### config.mk
export PLATFORM = sky130hd
export DESIGN_NAME = wak_merge
export DESIGN_NICKNAME = d
export VERILOG_FILES = /design/src/hdl/wak_pkg.sv /design/src/hdl/wak_merge.sv
export SDC_FILE = /design/constraint.sdc
export NUM_CORES = 1
export LEC_CHECK = 0
export BUFFER_PORTS_ARGS = -buffer_cell sky130_fd_sc_hd__clkbuf_2
export CAP_MARGIN = 5
export CORE_MARGIN = 2
export CORE_UTILIZATION = 38
export CTS_BUF_LIST = sky130_fd_sc_hd__clkbuf_8
export CTS_CLUSTER_SIZE = 12
export DETAILED_ROUTE_END_ITERATION = 6
export PLACE_DENSITY = 0.78
export SYNTH_ARGS = -nofsm -noshare
export SYNTH_HDL_FRONTEND = slang
export SYNTH_SLANG_ARGS = --single-unit
### constraint.sdc
create_clock -name clk_i -period 3.7 [get_ports clk_i]
set_input_delay 0.555 -clock clk_i [delete_from_list [all_inputs] [get_ports clk_i]]
set_output_delay 0.555 -clock clk_i [all_outputs]
set_load 0.05 [all_outputs]
### src/hdl/wak_pkg.sv
// Shared types and constants for the three-axis window average Kalman block.
// No dependencies; imported by wak_lane, wak_merge and the top module.
package wak_pkg;

  localparam int unsigned NUM_AXES = 3;
  localparam int unsigned SMP_W    = 20;   // input sample, signed milli-degrees
  localparam int unsigned EST_W    = 32;   // output estimate, integer part
  localparam int unsigned WL_W     = 7;    // window_length register
  localparam int unsigned H_W      = 24;   // measure_gain, Q8.16
  localparam int unsigned P_W      = 32;   // variance and noise, Q16.16
  localparam int unsigned FRAC     = 16;
  localparam int unsigned X_W      = 48;   // estimate, Q32.16
  localparam int unsigned HP_W     = H_W + P_W - FRAC;
  localparam int unsigned DIV_N_W  = HP_W + FRAC;  // divider dividend
  localparam int unsigned DIV_D_W  = HP_W + H_W - FRAC + 1;  // divisor HPH+R
  localparam int unsigned MUL_W    = 33;
  localparam int unsigned PROD_W   = 2 * MUL_W;
  localparam int unsigned ACC_W    = 58;

  localparam int unsigned DATA_W   = 32;
  localparam int unsigned ADDR_W   = 5;
  localparam int unsigned IN_W     = 64;
  localparam int unsigned OUT_W    = NUM_AXES * EST_W;

  localparam int unsigned DEF_MAX_WINDOW    = 64;
  localparam logic [P_W-1:0] DEF_INIT_VARIANCE = 32'd65536;

  // register indexes (byte address / 4)
  localparam logic [2:0] REG_WINDOW      = 3'd0;
  localparam logic [2:0] REG_GAIN        = 3'd1;
  localparam logic [2:0] REG_ROLL_RN     = 3'd2;
  localparam logic [2:0] REG_PITCH_RN    = 3'd3;
  localparam logic [2:0] REG_YAW_RN      = 3'd4;
  localparam logic [2:0] REG_ROLL_QN     = 3'd5;
  localparam logic [2:0] REG_PITCH_QN    = 3'd6;
  localparam logic [2:0] REG_YAW_QN      = 3'd7;

  typedef enum logic [4:0] {
    S_IDLE, S_ZSTART, S_ZDIV, S_HP, S_HPH_HI, S_HPH_LO, S_DEN, S_KSTART, S_KDIV,
    S_HX_HI, S_HX_LO, S_INNOV, S_CI_HI, S_CI_LO, S_EST, S_FAC, S_NP, S_DONE
  } lane_state_e;

  typedef struct packed {
    logic acc;    // add this word to the window sum
    logic close;  // this word completes the window
  } lane_ctl_t;

  typedef struct packed {
    logic busy;
    logic done;
  } lane_sts_t;

endpackage

### src/hdl/wak_merge.sv
// Output stage: joins the three lane estimates into one result word.
// Depends on wak_pkg.
module wak_merge
  import wak_pkg::*;
(
  input  logic                          clk_i,
  input  logic                          rst_ni,
  input  wak_pkg::lane_sts_t            sts_i [wak_pkg::NUM_AXES],
  input  logic [wak_pkg::EST_W-1:0]     est_i [wak_pkg::NUM_AXES],
  output logic                          ack_o,
  output logic                          valid_o,
  input  logic                          ready_i,
  output logic [wak_pkg::OUT_W-1:0]     data_o
);

  import wak_pkg::*;

  logic             valid_q, valid_d, all_done, take;
  logic [OUT_W-1:0] data_q;

  always_comb begin
    all_done = 1'b1;
    for (int a = 0; a < NUM_AXES; a++) all_done = all_done & sts_i[a].done;
    take    = all_done && (!valid_q || ready_i);
    valid_d = take || (valid_q && !ready_i);
  end

  always_ff @(posedge clk_i or negedge rst_ni) begin
    if (!rst_ni) valid_q <= 1'b0;
    else valid_q <= valid_d;
  end

  always_ff @(posedge clk_i) begin
    if (take) data_q <= {est_i[2], est_i[1], est_i[0]};
  end

  assign ack_o   = take;
  assign valid_o = valid_q;
  assign data_o  = data_q;

endmodule

; ---- Word level (Yosys, flattened, before mapping)
; Index checks and enable logic that the tools add are counted.
[op_classes]
n_eq_ne = 0
mux = 0
n_lt_le_gt_ge = 0
n_div = 0
bitwise_logic = 2
n_mul = 0
reduce_logical = 6
addsub = 0
shifts = 0
[ops]
columns = cell, n
row1 = $and A1 B1 Y1, 2
row2 = $logic_and A1 B1 Y1, 2
row3 = $logic_not A1 Y1, 2
row4 = $logic_or A1 B1 Y1, 2
[word_totals]
n_memories = 0
in_bits = 105
rom_bits = 0
word_cells = 10
latchBits = 0
register_bits = 97
out_inout_bits = 98
ramBits = 0

; ---- Logic depth before layout (Yosys ltp)
; Gate-level depths: netlist of run 1.
[logic_depth]
depth_word = 4
mapped_depth = 2
mapped_depth_nobuf = 2

; ---- Least setup slack after synthesis of run 1
; No wires, ideal clock.
[synth_path]
kind = reg2out
start = register valid_q, in the netlist valid_o
end = output ack_o
arrival_ns = 3.845
path_buffers = 0
path_slack_ns = -0.700
stages_incl_launch_ff = 2
required_ns = 3.145
cell_sequence = dfrtp_1 > a21oi_2
[synth_via]
elab_chain_cells = 3
[synth_lines]
columns = element, line
row1 = from (decl), wak_merge.sv:18  ; logic valid_q, valid_d, all_done, take;
row2 = from (signal assigned), wak_merge.sv:30  ; else valid_q <= valid_d;
row3 = $logic_not A1 Y1, wak_merge.sv:24  ; take = all_done && (!valid_q || ready_i);
row4 = $logic_or A1 B1 Y1, wak_merge.sv:24
row5 = $logic_and A1 B1 Y1, wak_merge.sv:24
row6 = to (decl), wak_merge.sv:10  ; output logic ack_o,
; No other way between the ends.

; ---- Final worst setup path of run 1
; Ends and elaborated chain as after synthesis.

==> results.json, run 1 <==
{
  "core_area_sq_mm": 0.00761,
  "setup_violations": 0,
  "gp_congestion": 0.646,
  "min_path_type": "input pin to flip-flop",
  "cts_buffer_depth": 2,
  "synth_compound_area_share_pct": 0.595,
  "nets": 419,
  "clkPwrFrac_pct": 30.4,
  "arrival_ns": 1.29,
  "ys_seq_elements": 97,
  "dieArea_sq_mm": 0.00846,
  "diodes": 0,
  "grt_pass1_vias": 1676,
  "drc": 0,
  "syn-cell-area_sq_mm": 0.00294,
  "seqCellArea_sq_mm": 0.00291,
  "pin_count": 203,
  "cts_max_level": 3,
  "slowest_delay_ns": 0.43,
  "path_class": "flip-flop to primary output",
  "seq_power_share_pct": 59.8,
  "layout-drive-gt1-share_pct": 68.7,
  "cts_tree": "yes",
  "p_sw_w": 0.000536,
  "fin_crit_sh_pct": 50.0,
  "die_h_microns": 92,
  "crit_family": "flip-flops",
  "initial_core_util_pct": 38.7,
  "grt_pass1_wl_microns": 8660,
  "syn_nets": 207,
  "slew_headroom_pct": 67.0,
  "synthCells": 102,
  "max-cap-violations": 0,
  "rows": 32,
  "synthDominantCellAreaShare_pct": 98.0,
  "ff2ff_path_depth": 2,
  "ff2ff_setup_slack_ns": 2.25,
  "hold_viol": 0,
  "root_buffer": "clkbuf_8",
  "synthXorXnorAreaFrac_pct": 0,
  "area_growth_pct": 45.9,
  "fin_setup_tns_ns": 0,
  "antenna_found_initial": 0,
  "synthAdderAreaFrac_pct": 0,
  "skew_ns": 0.00889,
  "clock-sinks": 97,
  "synthSimpleGateAreaFrac_pct": 0.340,
  "clock_latency_ns": 0.35,
  "wl_per_cell_microns": 14.6,
  "fillers": 627,
  "wl_microns": 6160,
  "peakVddDrop_mv": 0.273,
  "detailroute.via_count": 1768,
  "die_x_microns": 92,
  "worst_path_max_delay_cell": "dfrtp_1",
  "yosys-top-cells-area": "edfxtp_1, dfrtp_1, nand3_2, a21oi_2, o21ai_2",
  "status": "finished, final reports clean",
  "min_period_ns": 1.85,
  "critPathLaunch": "valid_o",
  "synth_top_family_by_area": "compound AO/OA/AOI/OAI gates",
  "p_sw_share_pct": 25.6,
  "post_cts_buffers": 0,
  "critPathBufInv": 1,
  "intPower_w": 0.00156,
  "worstMarginPinSlew_ns": 0.495,
  "grt_max_degree": 97,
  "numCtsBuffers": 9,
  "final_common_cell": "clkbuf_2",
  "min_path_cells": 1,
  "crit_required_ns": 3.14,
  "dp_hpwl_microns": 4640,
  "dr.first_iter.drc_count": 87,
  "grtUsageTotal_pct": 14.0,
  "final_cell_mix": "clkbuf_2, edfxtp_1, clkbuf_8, clkinv_4, inv_1",
  "avgSynthCellArea_sq_um": 28.9,
  "r2r_end": "data_o[43]",
  "drv_slew": 0,
  "regToRegStartpoint": "valid_o",
  "multi_input_area_sq_um": 35.0,
  "hold_end": "data_o[47]",
  "dr.pass1.iters": 6,
  "rsz0062_at_grt": "no",
  "synth_seq_area_share_pct": 98.8,
  "p_leak_nw": 1.84,
  "drtAntennaViolNets": 0,
  "cp-end-kind": "primary output",
  "setup_slack_ns": 1.85,
  "final_area_sq_mm": 0.00429,
  "yosys.area.top_type": "edfxtp_1",
  "startpoint_type": "flip-flop",
  "overflow": 0,
  "fmax_mhz": 541,
  "muxShareOfSynthArea_pct": 0,
  "yosysWarnings": 0,
  "cp_max_fo": 3,
  "combPwrFrac_pct": 9.8,
  "synth_cell_types": 6,
  "path_clk_slew_ns": 0.10,
  "power.density_mw_per_mm2": 488,
  "vias_per_cell": 4.20,
  "pre_cts_ws_ns": 1.88,
  "portBuffers": 199,
  "path_cells": "a21oi_4 > clkbuf_2",
  "dpl_cell_area_sq_mm": 0.00409,
  "hold_start": "est_i[47]"
}
worst max-delay path by stage:
stage | cells past startpoint | slack, ns | endpoint
3_5_place_dp | 4 | 1.88 | ack_o
3_3_place_gp | 4 | 1.89 | ack_o
5_1_grt | 2 | 1.78 | ack_o
4_1_cts | 2 | 1.83 | ack_o
6_report | 2 | 1.85 | ack_o
2_1_floorplan | 1 | 0.62 | ack_o
routing by layer:
layer  share of wire [%]  vias to the layer above  global-route usage, %  wire length, microns
met2                  53                      113                   25.0                  3240
met1                  35                      811                   14.7                  2170
met5                   0                        -                      0                     0
li1                    -                      833                      -                     -
met3                  11                       11                   5.83                   658
met4                 1.5                        0                   4.98                    91
power by group through the flow:
stage	Combinational [W]	Sequential, W	Clock, W
floorplan	0.0000158	0.00139	0
CTS	0.000208	0.00125	0.000653
finish	0.000206	0.00125	0.000637
global placement	0.000203	0.00128	0
global route	0.000217	0.00126	0.000704
detailed placement	0.000207	0.00128	0
area by class of cell:
class	count	area share, %
clock buffers	9	2.88
clock inverters	7	1.54
multi-input cells	3	0.816
repair buffers	201	23.9
well taps	102	2.97
flip-flops and latches	97	67.7
inverters	2	0.175
synth_stat cells (all sizes together):
| cell | n |
|---|---|
| a21oi | 1 |
| dfrtp | 1 |
| edfxtp | 96 |
| inv | 2 |
| nand3 | 1 |
| o21ai | 1 |
worst reg2reg max path, cell delays in order (launching register included):
cell and delay (ns):
dfrtp_1 0.43, a21oi_4 0.19, buf_12 0.42
logic make-up (layout without fill, tap and decap cells):
kind of cell / after synthesis / after routing
DFF: 97 / 97
and+or+nand+nor: 1 / 1
AOI/OAI and AO/OA: 2 / 2
buffers and inverters: 2 / 219
per-stage QoR:
step,std cells,hold WS (ns),util (%),power (W)
2_1_floorplan,102,0.259,-,0.00140
3_3_place_gp,404,0.331,53.8,0.00148
3_5_place_dp,404,0.332,53.8,0.00149
4_1_cts,421,0.355,56.4,0.00212
5_1_grt,421,0.340,56.4,0.00218
6_report,421,0.373,56.4,0.00210
flip-flops by register name, indices dropped and copies added, names as in the netlist:
register  flops
data_o       96
valid_o       1
timing repair:
action / 4_1_cts / 5_1_grt
hold buffers: 1 / 0
hold endpoints to repair: 1 / 0
endpoints found under the setup margin: 0 / 0
gates resized for setup: 0 / 0
Note: power is estimated with default switching activity, not from simulation.
==> run 2: changes to the inputs <==
clock period = 1.6 ns   (was 3.7 ns; I/O delays follow)
==> run 2 against run 1 <==
  * Setup slack got worse by 1.7 ns
  * Count of clock-buffer cells in the layout unchanged
  * Sequential power rose by 130%
  * Combinational power up 140%
  * Clock skew down 0.00093 ns
  * Register-to-register slack worse by 2.1 ns
  * Sequential cell count is the same
  * Die area is the same
  * Critical endpoint unchanged
==> results.json, run 2 (synthesized netlist as in run 1, its figures left out) <==
{
  "status": "finished, final reports clean",
  "path_class": "flip-flop to primary output",
  "gp_congestion": 0.724,
  "grtUsageTotal_pct": 14.3,
  "core_area_sq_mm": 0.00761,
  "cp.depth": 2,
  "cts_buffer_depth": 2,
  "grt_max_degree": 48,
  "grt_pass1_wl_microns": 8850,
  "min_path_cells": 1,
  "path_clk_slew_ns": 0.09,
  "dieArea_sq_mm": 0.00846,
  "pin_count": 203,
  "numCtsBuffers": 9,
  "initial_core_util_pct": 38.7,
  "die_x_microns": 92,
  "root_buffer": "clkbuf_8",
  "grt.busiest_layer": "met2",
  "clock_latency_ns": 0.35,
  "min_period_ns": 1.48,
  "cts_max_level": 3,
  "final_area_sq_mm": 0.00437,
  "hold_viol": 0,
  "arrival_ns": 1.24,
  "fin_crit_sh_pct": 92.8,
  "power.density_mw_per_mm2": 1150,
  "cp-end-kind": "primary output",
  "area_growth_pct": 48.6,
  "nets": 424,
  "wl_microns": 6090,
  "drtAntennaViolNets": 0,
  "crit_family": "flip-flops",
  "dr.first_iter.drc_count": 69,
  "skew_ns": 0.00796,
  "grt_pass1_vias": 1801,
  "fmax_mhz": 674,
  "ff2ff_setup_slack_ns": 0.20,
  "drv_slew": 0,
  "grtUsageMet1_pct": 15.7,
  "dpl_cell_area_sq_mm": 0.00413,
  "slowest_delay_ns": 0.44,
  "largest_reg_flops": 96,
  "critPathBufInv": 1,
  "dr.pass1.iters": 4,
  "wl_per_cell_microns": 14.3,
  "grtUsageMet3_pct": 5.18,
  "max-cap-violations": 0,
  "setup_slack_ns": 0.115,
  "peakVddDrop_mv": 0.810,
  "rsz0062_at_grt": "no",
  "worstMarginPinSlew_ns": 0.295,
  "ff2ff_path_depth": 3,
  "clock-sinks": 97,
  "setup_violations": 0,
  "min_path_type": "input pin to flip-flop",
  "final_common_cell": "clkbuf_2",
  "slew_headroom_pct": 80.4,
  "path_cells": "a21oi_4 > clkbuf_8",
  "cts_tree": "yes",
  "total_power_w": 0.00503,
  "overflow": 0,
  "pre_cts_ws_ns": 0.237,
  "rows": 32,
  "p_leak_nw": 1.89,
  "worst_path_max_delay_cell": "dfrtp_2",
  "final_cell_mix": "clkbuf_2, edfxtp_1, clkbuf_8, buf_4, inv_1",
  "drc": 0,
  "crit_required_ns": 1.36,
  "die_h_microns": 92,
  "grtUsageMet2_pct": 24.2,
  "antenna_found_initial": 0,
  "detailroute.via_count": 1814,
  "cp_max_fo": 5,
  "startpoint_type": "flip-flop",
  "diodes": 0,
  "vias_per_cell": 4.26,
  "portBuffers": 199,
  "layout-drive-gt1-share_pct": 68.8
}
-- run 2: final cells by class --
class / instances / area (sq um)
clock buffer: 9 / 124
clock inverter: 7 / 86.3
fill: 623 / 3230
inverter: 2 / 7.51
multi-input combinational: 3 / 35.0
sequential: 97 / 2910
tap: 102 / 128
timing repair buffer: 206 / 1080
-- run 2: timing repair --
| action | 4_1_cts | 5_1_grt |
|---|---|---|
| endpoints found under the setup margin | 1 | 1 |
| hold buffers | 1 | 0 |
| resized for setup | 2 | 0 |
| hold endpoints to repair | 1 | 0 |
| setup buffers | 0 | 2 |
| pin swaps | 1 | 1 |
-- run 2: where the power goes --
part	internal, W	total [W]	switching (W)
Clock	0.000867	0.00164	0.000772
Sequential	0.00288	0.00290	0.0000198
Combinational	0.000147	0.000490	0.000343
-- run 2: worst paths after layout --
| kind | startpoint | end |
|---|---|---|
| max in group asynchronous | rst_ni | valid_o |
| max reg2reg | valid_o | data_o[71] |
| min in group asynchronous | rst_ni | valid_o |
| min reg2reg | valid_o | valid_o |
| max | valid_o | ack_o |
| min | est_i[11] | data_o[75] |
-- run 2: layer usage --
| layer | vias up | part of all wire [%] |
|---|---|---|
| li1 | 842 | - |
| met1 | 845 | 35 |
| met2 | 116 | 52 |
| met3 | 11 | 11 |
| met4 | 0 | 2.1 |
| met5 | - | 0 |
-- run 2: stage by stage --
step	hold WS (ns)	utilization, %	instances	setup TNS [ns]
global placement	0.0157	54.3	407	0
CTS	0.0363	57.3	424	0
global route	0.0395	57.5	426	0
detailed placement	0.0178	54.3	407	0
finish	0.0580	57.5	426	0
floorplan	-0.0556	-	102	-119.30
==> run 3: changes to the inputs <==
CELL_PAD_IN_SITES_DETAIL_PLACEMENT = 1   (was unset)
CELL_PAD_IN_SITES_GLOBAL_PLACEMENT = 1   (was unset)
CORE_UTILIZATION = 30   (was 38)
PLACE_DENSITY = unset   (was 0.78)
PLACE_DENSITY_LB_ADDON = 0.1   (was unset)
SETUP_SLACK_MARGIN = 0.3   (was unset)
==> run 3 against run 2 <==
  * Global-route usage decreased by 1.8 points
  * Combinational power increased by 17%
  * Critical path type unchanged
  * Routed wire length increased by 22%
  * Count of clock-buffer cells in the layout unchanged
  * Total power increased by 3.2%
  * Largest power group unchanged
  * Largest cell class unchanged
  * First-iteration DRC count decreased by 38%
  * Sequential power about the same
==> results.json, run 3 (synthesized netlist as in run 1, its figures left out) <==
{
  "status": "finished, final reports clean",
  "die_x_microns": 103,
  "numCtsBuffers": 9,
  "p_leak_nw": 2.02,
  "cts_tree": "yes",
  "worstMarginPinSlew_ns": 0.305,
  "grt_pass1_wl_microns": 9550,
  "cp-end-kind": "primary output",
  "diodes": 0,
  "antenna_found_initial": 0,
  "setup_violations": 0,
  "arrival_ns": 1.22,
  "core_area_sq_mm": 0.00964,
  "min_path_type": "input pin to flip-flop",
  "clkPwrFrac_pct": 33.1,
  "drc": 0,
  "skew_ns": 0.00744,
  "dpl_cell_area_sq_mm": 0.00417,
  "hold_viol": 0,
  "combPwrFrac_pct": 11.0,
  "vias_per_cell": 4.04,
  "portBuffers": 199,
  "dp_cells": 436,
  "ff2ff_path_depth": 4,
  "fin_crit_sh_pct": 90.9,
  "seq_power_share_pct": 55.8,
  "rows": 36,
  "peakVddDrop_mv": 0.496,
  "initial_core_util_pct": 30.5,
  "wl_per_cell_microns": 15.8,
  "final_cells": 469,
  "final_util_pct": 49.0,
  "dp_hpwl_microns": 4960,
  "drtAntennaViolNets": 0,
  "largest_reg_flops": 96,
  "path_clk_slew_ns": 0.09,
  "slew_headroom_pct": 79.7,
  "drv_slew": 0,
  "dieArea_sq_mm": 0.0106,
  "die_h_microns": 103,
  "power.density_mw_per_mm2": 1100,
  "startpoint_type": "flip-flop",
  "nets": 436,
  "clock_latency_ns": 0.35,
  "gp_congestion": 0.675,
  "fmax_mhz": 687,
  "final_area_sq_mm": 0.00472,
  "overflow": 0,
  "final_cell_mix": "clkbuf_2, edfxtp_1, clkbuf_8, clkbuf_16, buf_4",
  "grt_pass1_vias": 1830,
  "clock-sinks": 97,
  "grt_max_degree": 29,
  "cts_buffer_depth": 2,
  "grtUsageTotal_pct": 12.5,
  "regToRegStartpoint": "valid_o",
  "cts_max_level": 3,
  "path_class": "flip-flop to primary output",
  "min_path_cells": 2,
  "r2r_end": "data_o[7]",
  "intPower_w": 0.00397,
  "rsz0062_at_grt": "yes",
  "p_sw_w": 0.00122,
  "root_buffer": "clkbuf_8",
  "final_common_cell": "clkbuf_2",
  "min_period_ns": 1.46,
  "hold_start": "ready_i",
  "layout-drive-gt1-share_pct": 70.2,
  "detailroute.via_count": 1893,
  "cp_max_fo": 3,
  "dr.pass1.iters": 4,
  "p_sw_share_pct": 23.5,
  "dr.first_iter.drc_count": 43,
  "area_growth_pct": 60.5,
  "wl_microns": 7420,
  "hold_end": "valid_o",
  "pin_count": 203,
  "ff2ff_setup_slack_ns": 0.21,
  "max-cap-violations": 0,
  "crit_required_ns": 1.36
}
[run 3: changes by cell type in the layout (fill, tap and decap cells not counted)]
cell        change
buf_12          +1
buf_16          +3
buf_6           +2
buf_8           +1
bufbuf_16       +1
clkbuf_16       +6
clkbuf_2        -1
clkbuf_8        -1
clkinv_2        -1
clkinvlp_4      +1
inv_1           -1
inv_6           +1
[run 3: final cells by class]
| cell class | count | area [sq um] |
|---|---|---|
| fill | 1006 | 4910 |
| timing repair buffer | 218 | 1390 |
| clock inverter | 7 | 93.8 |
| clock buffer | 9 | 124 |
| multi-input combinational | 3 | 35.0 |
| sequential | 97 | 2910 |
| inverter | 2 | 7.51 |
| tap | 133 | 166 |
[run 3: worst max-delay path, stage by stage (launching register included)]
cell and delay (ns):
dfrtp_2 0.44, a21oi_4 0.18, buf_12 0.13, buf_12 0.12
[run 3: timing repair]
item | 4_1_cts | 5_1_grt
pin swaps | 1 | 0
endpoints found under the setup margin | 57 | 88
gates resized for setup | 4 | 6
buffers inserted | 4 | 2
hold endpoints to repair | 1 | 0
gates cloned | 3 | 7
hold buffers | 1 | 0
[run 3: through the flow]
step	setup slack [ns]	TNS (ns)	hold slack (ns)	power [W]
floorplan	-1.23	-119.30	-0.0556	0.00324
global placement	0.277	0	0.0180	0.00344
detailed placement	0.256	0	0.0185	0.00345
CTS	0.137	0	0.0434	0.00521
global route	0.0987	0	0.0360	0.00537
finish	0.145	0	0.0586	0.00519
[run 3: per-layer routing]
| layer | track usage, % | wire (microns) | vias to the layer above |
|---|---|---|---|
| met2 | 21.5 | 3690 | 116 |
| met3 | 5.63 | 829 | 7 |
| met1 | 13.4 | 2810 | 899 |
| met4 | 4.86 | 89 | 0 |
| met5 | 0 | 0 | - |
| li1 | - | - | 871 |
[run 3: worst max path at each step]
stage,startpoint,end,slack [ns]
floorplan,valid_o,data_o[0],-1.23
global placement,sts_i[0],ack_o,0.28
detailed placement,sts_i[4],ack_o,0.26
CTS,valid_o,ack_o,0.14
global route,valid_o,ack_o,0.1
finish,valid_o,ack_o,0.14
[run 3: power groups by stage]
stage	clock [W]	sequential [W]	combinational (W)
floorplan	0	0.00320	0.0000365
global placement	0	0.00295	0.000482
detailed placement	0	0.00296	0.000489
CTS	0.00178	0.00290	0.000531
global route	0.00186	0.00290	0.000606
finish	0.00172	0.00290	0.000572
